`config.mk`:
```
export PLATFORM = sky130hd
export DESIGN_NAME = rmq_select
export DESIGN_NICKNAME = d
export VERILOG_FILES = /design/src/rtl/core/assert_macros.svh /design/src/rtl/core/rmq_pkg.sv /design/src/rtl/core/rmq_select.sv
export SDC_FILE = /design/constraint.sdc
export NUM_CORES = 2
export LEC_CHECK = 0
export ABC_AREA = 1
export BUFFER_PORTS_ARGS = -buffer_cell sky130_fd_sc_hd__buf_4
export CELL_PAD_IN_SITES_DETAIL_PLACEMENT = 0
export CELL_PAD_IN_SITES_GLOBAL_PLACEMENT = 1
export CORE_ASPECT_RATIO = 1.25
export CORE_UTILIZATION = 25
export CTS_CLUSTER_DIAMETER = 200
export CTS_CLUSTER_SIZE = 30
export DETAILED_ROUTE_END_ITERATION = 16
export PLACE_DENSITY = 0.6
export SLEW_MARGIN = 20
export SYNTH_ARGS = -nofsm -noshare
export SYNTH_HDL_FRONTEND = slang
export SYNTH_SLANG_ARGS = --single-unit
export TNS_END_PERCENT = 100
```
`constraint.sdc`:
```
create_clock -name clk -period 6.3 [get_ports clk]
set_input_delay 0.315 -clock clk [delete_from_list [all_inputs] [get_ports clk]]
set_output_delay 0.315 -clock clk [all_outputs]
set_load 0.005 [all_outputs]
```
`src/rtl/core/assert_macros.svh`:
```
// Assertion macros used by the top-level RTL file.
`ifndef ASSERT_MACROS_SVH
`define ASSERT_MACROS_SVH

// Check that a implies c on every clock edge out of reset.
`define RMQ_ASSERT_IMP(label, clk, rst_n, a, c) \
  label: assert property (@(posedge clk) disable iff (!rst_n) (a) |-> (c)) \
    else $error("assertion failed");

// Check that c holds on every clock edge out of reset.
`define RMQ_ASSERT_ALWAYS(label, clk, rst_n, c) \
  label: assert property (@(posedge clk) disable iff (!rst_n) (c)) \
    else $error("assertion failed");

`endif

```
`src/rtl/core/rmq_pkg.sv`:
```
// Types and constants of the rotation matrix to quaternion block.
package rmq_pkg;

  // Branch codes: which component takes the square-root part.
  localparam logic [1:0] SEL_X = 2'd0;
  localparam logic [1:0] SEL_Y = 2'd1;
  localparam logic [1:0] SEL_Z = 2'd2;
  localparam logic [1:0] SEL_W = 2'd3;

  localparam int NUM_W  = 33;  // magnitude of a sum of two elements
  localparam int QUOT_W = 32;  // quotient bits produced before saturation

  typedef struct packed {
    logic signed [31:0] r00;
    logic signed [31:0] r01;
    logic signed [31:0] r02;
    logic signed [31:0] r10;
    logic signed [31:0] r11;
    logic signed [31:0] r12;
    logic signed [31:0] r20;
    logic signed [31:0] r21;
    logic signed [31:0] r22;
  } rmq_in_t;

  typedef struct packed {
    logic signed [31:0] quat_x;
    logic signed [31:0] quat_y;
    logic signed [31:0] quat_z;
    logic signed [31:0] quat_w;
  } rmq_out_t;

  typedef struct packed {
    logic             neg;
    logic [NUM_W-1:0] mag;
  } rmq_num_t;

  typedef struct packed {
    logic [1:0] sel;
    rmq_num_t   n0;
    rmq_num_t   n1;
    rmq_num_t   n2;
  } rmq_side_t;

endpackage

```
`src/rtl/core/rmq_select.sv`:
```
// Branch selection, off-diagonal sums and radicand of the first stage.
module rmq_select #(
  parameter int FRACTION_BITS = 30,
  parameter int UW            = 35
) (
  input  logic               clk,
  input  logic               rst_n,
  input  logic               vld_in,
  input  rmq_pkg::rmq_in_t   d_in,
  output logic               vld_out,
  output logic [UW-2:0]      u_out,
  output rmq_pkg::rmq_side_t side_out
);

  logic signed [UW-1:0] e00, e11, e22, one_fx, trace, u_s;
  logic                 c0, c1;
  logic [1:0]           sel;
  logic signed [rmq_pkg::NUM_W-1:0] n0, n1, n2;
  logic               vld_r;
  logic [UW-2:0]      u_r, u_nxt;
  rmq_pkg::rmq_side_t side_r, side_nxt;

  function automatic rmq_pkg::rmq_num_t to_mag(input logic signed [rmq_pkg::NUM_W-1:0] n);
    rmq_pkg::rmq_num_t v;
    v.neg = n[rmq_pkg::NUM_W-1];
    v.mag = v.neg ? rmq_pkg::NUM_W'(-n) : rmq_pkg::NUM_W'(n);
    return v;
  endfunction

  function automatic logic signed [rmq_pkg::NUM_W-1:0] add2(input logic signed [31:0] a,
                                                            input logic signed [31:0] b);
    return rmq_pkg::NUM_W'(a) + rmq_pkg::NUM_W'(b);
  endfunction

  function automatic logic signed [rmq_pkg::NUM_W-1:0] sub2(input logic signed [31:0] a,
                                                            input logic signed [31:0] b);
    return rmq_pkg::NUM_W'(a) - rmq_pkg::NUM_W'(b);
  endfunction

  always_comb begin
    e00    = UW'(d_in.r00);
    e11    = UW'(d_in.r11);
    e22    = UW'(d_in.r22);
    one_fx = UW'(1) <<< FRACTION_BITS;
    trace  = e00 + e11 + e22;
    c0     = (d_in.r00 > d_in.r11) && (d_in.r00 > d_in.r22);
    c1     = d_in.r11 > d_in.r22;
    if (trace > 0) begin
      sel = rmq_pkg::SEL_W;
      u_s = one_fx + trace;
      n0  = sub2(d_in.r21, d_in.r12);
      n1  = sub2(d_in.r02, d_in.r20);
      n2  = sub2(d_in.r10, d_in.r01);
    end else if (c0) begin
      sel = rmq_pkg::SEL_X;
      u_s = one_fx + e00 - e11 - e22;
      n0  = add2(d_in.r01, d_in.r10);
      n1  = add2(d_in.r02, d_in.r20);
      n2  = sub2(d_in.r21, d_in.r12);
    end else if (c1) begin
      sel = rmq_pkg::SEL_Y;
      u_s = one_fx + e11 - e00 - e22;
      n0  = add2(d_in.r01, d_in.r10);
      n1  = add2(d_in.r12, d_in.r21);
      n2  = sub2(d_in.r02, d_in.r20);
    end else begin
      sel = rmq_pkg::SEL_Z;
      u_s = one_fx + e22 - e00 - e11;
      n0  = add2(d_in.r02, d_in.r20);
      n1  = add2(d_in.r12, d_in.r21);
      n2  = sub2(d_in.r10, d_in.r01);
    end
    // clamp a negative radicand to zero
    u_nxt        = u_s[UW-1] ? '0 : u_s[UW-2:0];
    side_nxt.sel = sel;
    side_nxt.n0  = to_mag(n0);
    side_nxt.n1  = to_mag(n1);
    side_nxt.n2  = to_mag(n2);
  end

  always_ff @(posedge clk) begin
    if (!rst_n) begin
      vld_r <= 1'b0;
    end else begin
      vld_r <= vld_in;
    end
    u_r    <= u_nxt;
    side_r <= side_nxt;
  end

  assign vld_out  = vld_r;
  assign u_out    = u_r;
  assign side_out = side_r;

endmodule

```
# == Yosys cells after proc, flatten, opt, wreduce, memory -nomap -nowiden ==
# Index checks and enable logic that the tools add are counted.
# classes
reduce_logical,1
n_addsub,21
n_mux,16
n_lt_le_gt_ge,4
# ops
op,n
33-bit 2-to-1 mux,8
32-bit by 32-bit adder with 33-bit output,4
35-bit 2-to-1 mux,3
34-bit by 32-bit subtractor with 35-bit output,3
33-bit by 32-bit subtractor with 34-bit output,3
"32-bit by 32-bit adder with 33-bit output, first input constant",3
33-bit negator,3
32-bit by 32-bit subtractor with 33-bit output,3
32-bit greater-than comparator,3
32-bit 2-to-1 mux,3
"32-bit by 34-bit adder with 35-bit output, first input constant",1
33-bit by 32-bit adder with 34-bit output,1
"34-bit by 1-bit greater-than comparator with 1-bit output, second input constant",1
2-bit 2-to-1 mux,2
1-bit logical AND,1
# totals
regBits,139
out_inout_bits,139
elab_cells,54

# == Longest topological paths before layout ==
# depth
depth_word,6
depth_mapped,44
depth_no_buf,42

# == Worst setup path before layout ==
# No wires, ideal clock.
# synth_timing
kind,input to register
start,input port d_in[3] (netlist name)
end,register side_r (netlist bit side_out[18])
t_required_ns,6.186
slack_ns,1.304
cell_stages,39
path_buffers,3
arrival_time_ns,4.881
cell_sequence,inv_1 fa_1 inv_1 ha_1 buf_4 nand2_1 nand2_1 inv_1 nand2_1 nand3_1 nand3_1 nand3_1 nand2_1 a31o_2 xor2_1 inv_1 ha_1 nand3_1 [3 not listed] nand2_1 nor2_1 nand3_1 nor2_2 nand3_4 nand2_2 buf_6 buf_6 nand2_1 nand2_1 ha_1 nand3_1 nor2_1 nand3_1 o21ai_2 nand2_1 xor2_1 inv_1
# synth_rtl
element,line,rtl
start: declaration,rmq_select.sv:9,"input rmq_pkg::rmq_in_t d_in,"
end signal: assignment,rmq_select.sv:88,side_r <= side_nxt;
end: declaration,rmq_select.sv:21,"rmq_pkg::rmq_side_t side_r, side_nxt;"

==> metrics.txt <==
worst path required time=6720 ps; arrival time at the worst endpoint=6030 ps; number of enable-type register cells in the synthesized netlist=0; weighted congestion at the end of routability-driven global placement=0.983; antenna-violating nets left=0; die height=440 um; power per unit of standard cell area=297 mW/mm^2; cell area after layout=0.0449 mm^2; total number of yosys warnings=0; TritonCTS clock tree=built; fillers=17500; register bit count reported by yosys=139; core outline area=0.152 mm^2; Worst-path clk slew=70 ps; initial standard-cell utilization of the core=25.2%; postcts setup bufs=0; number of hold-repair buffers added at the cts stage=2; cell chosen for the clock root=clkbuf_16; Congestion Overflow GR=0; number of distinct standard cells referenced by the synthesized netlist=61; share of layout cells above drive strength 1=9.11%; number of clock buffers inserted by TritonCTS=17; cell repeated most along the worst path=nand2_1; wire length of the first global-routing pass=287 mm; antenna diode count=0; Port Buffer Count=429; kind of launch point of the worst setup path=input pin; drt first-iter violations=3081; unrepaired setup endpoints after global routing=no; P&R area growth vs syn=16.7%; DP Wirelength=179 mm; length of the first detailed-routing pass in iterations=6; largest voltage drop on the vdd net=287 uV; floorplan row count=160; total routing resource utilization after global routing=25.2%; CP Capture Type=flop; type of the worst min-delay path=in2reg; final clock period utilization by the worst path=89.0%; Max Cap Violations=0; full die area=0.155 mm^2; clock sink count=139; Max Root-Sink Buffers=2; commonest register cell after synthesis=dfxtp_1; number of DRC violations after detailed routing=0; worst setup path class=in2reg; tightest slew margin relative to the limit=27.8%; Seq/Total Area, Yosys=7.24%; maximum fanout along the worst path=36; number of nets at the end of the flow=7873; Avg Inst Size Synth=5.96 um^2; Setup TNS Final=0 ps; post-cts resize count=0; fraction of registers with async set/reset=0%; via/cell ratio=4.79; vias in the first global route=42900; hold violation total from the final report=0; cell area after synthesis=0.0384 mm^2; DR vias=42500; slowest CP cell=fa_1; Final setup violation count=0; Least-Margin Pin Slew=1080 ps; largest net degree at the start of global routing=66; Post-Syn Nets=7485; total number of H-tree levels=4; final critical delay including setup and external delays=5610 ps; Critical Path Max Stage Delay=430 ps; final-report max-slew violation count=0; placed standard-cell area=0.0442 mm^2; fmax=178 MHz; outcome=complete, no violations; static leakage=24.4 nW; routed len/inst=22.7 um; Syn Inst Count=6449; antenna violations before repair=5; number of top-level pins=430; routed wire length=202 mm; overall die width=353 um
[worst max-delay path, delay by kind of cell]
kind            cells  cell delay (ps)
compound gates      2              470
xor+xnor            2              310
fa+ha+maj           4             1140
buf+inv             6              750
simple gates       23             3000
[cells in the final DEF (no fill, tap or decap), drive strengths merged, types with 60 or more instances in the layout]
cell,Yosys,layout
nand2,1907,1907
inv,1042,1044
nor2,662,662
ha,607,607
buf,67,512
a21oi,418,418
nand3,340,340
o21ai,293,293
xor2,187,187
dfxtp,139,139
fa,138,138
nand4,134,134
nor3,86,86
o21bai,60,60
[state kept, by name, summed over array words and instances, names as in the netlist]
register	count
u_out	34
side_out	104
vld_out	1
[stage by stage]
| step | hold WS, ps | power (mW) | util [%] | instances | setup WS [ps] |
|---|---|---|---|---|---|
| 2_1_floorplan | 408 | 7.42 | - | 6449 | 1300 |
| 3_3_place_gp | 500 | 12.2 | 29.0 | 8841 | 211 |
| 3_5_place_dp | 499 | 12.1 | 29.0 | 8841 | 162 |
| 4_1_cts | 489 | 13.3 | 29.4 | 8875 | 740 |
| 5_1_grt | 521 | 14.3 | 29.4 | 8875 | 215 |
| 6_report | 529 | 13.3 | 29.4 | 8875 | 692 |
[Yosys cell counts, types with 78 or more instances]
cell      number  area share (%)
nand2_1     1890              18
inv_1       1038              10
nor2_1       642             6.3
ha_1         607              20
a21oi_1      417             5.4
nand3_1      335             4.4
o21ai_0      269             3.5
xor2_1       187             4.3
dfxtp_1      139             7.2
fa_1         138             7.2
nand4_1      134             2.2
nor3_1        84             1.1
clkbuf_1      78            0.76
[area by class of cell]
class	instances	area [um^2]	share of cell area, %
Inverter	1044	3920	8.74
Timing Repair Buffer	514	3960	8.84
Multi-Input combinational cell	5121	31100	69.3
Clock buffer	19	453	1.01
Sequential cell	139	2780	6.20
Tap cell	2025	2530	5.65
Clock inverter	13	140	0.312
[power by group]
group,switching [mW],internal [mW],total [mW]
combinational,6.94,3.33,10.3
clock,0.529,0.603,1.13
sequential,0.527,1.38,1.91
total,8.00,5.31,13.3
[path summary, 6_finish.rpt]
check | cells after the start | endpoint | startpoint
worst max-delay path | 37 | side_out[18]$_DFF_P_ | d_in[7]
worst min-delay path | 4 | vld_out$_SDFF_PN0_ | rst_n
[routing by layer]
metal	GRT usage (%)	share of wire [%]	up-vias
li1	-	-	21100
met1	28.6	40	19800
met2	46.6	51	1247
met3	2.69	3.8	277
met4	12.6	5.7	2
met5	0	0.0084	-
[cell families after synthesis]
family	share of synthesized area [%]
AO/OA/AOI/OAI	13.4
XOR/XNOR	5.40
buffers and inverters	12.0
AND/OR/NAND/NOR	34.9
adder cells (fa/ha/maj)	26.9
flip-flops	7.24
(Power assumes the default switching activity.)
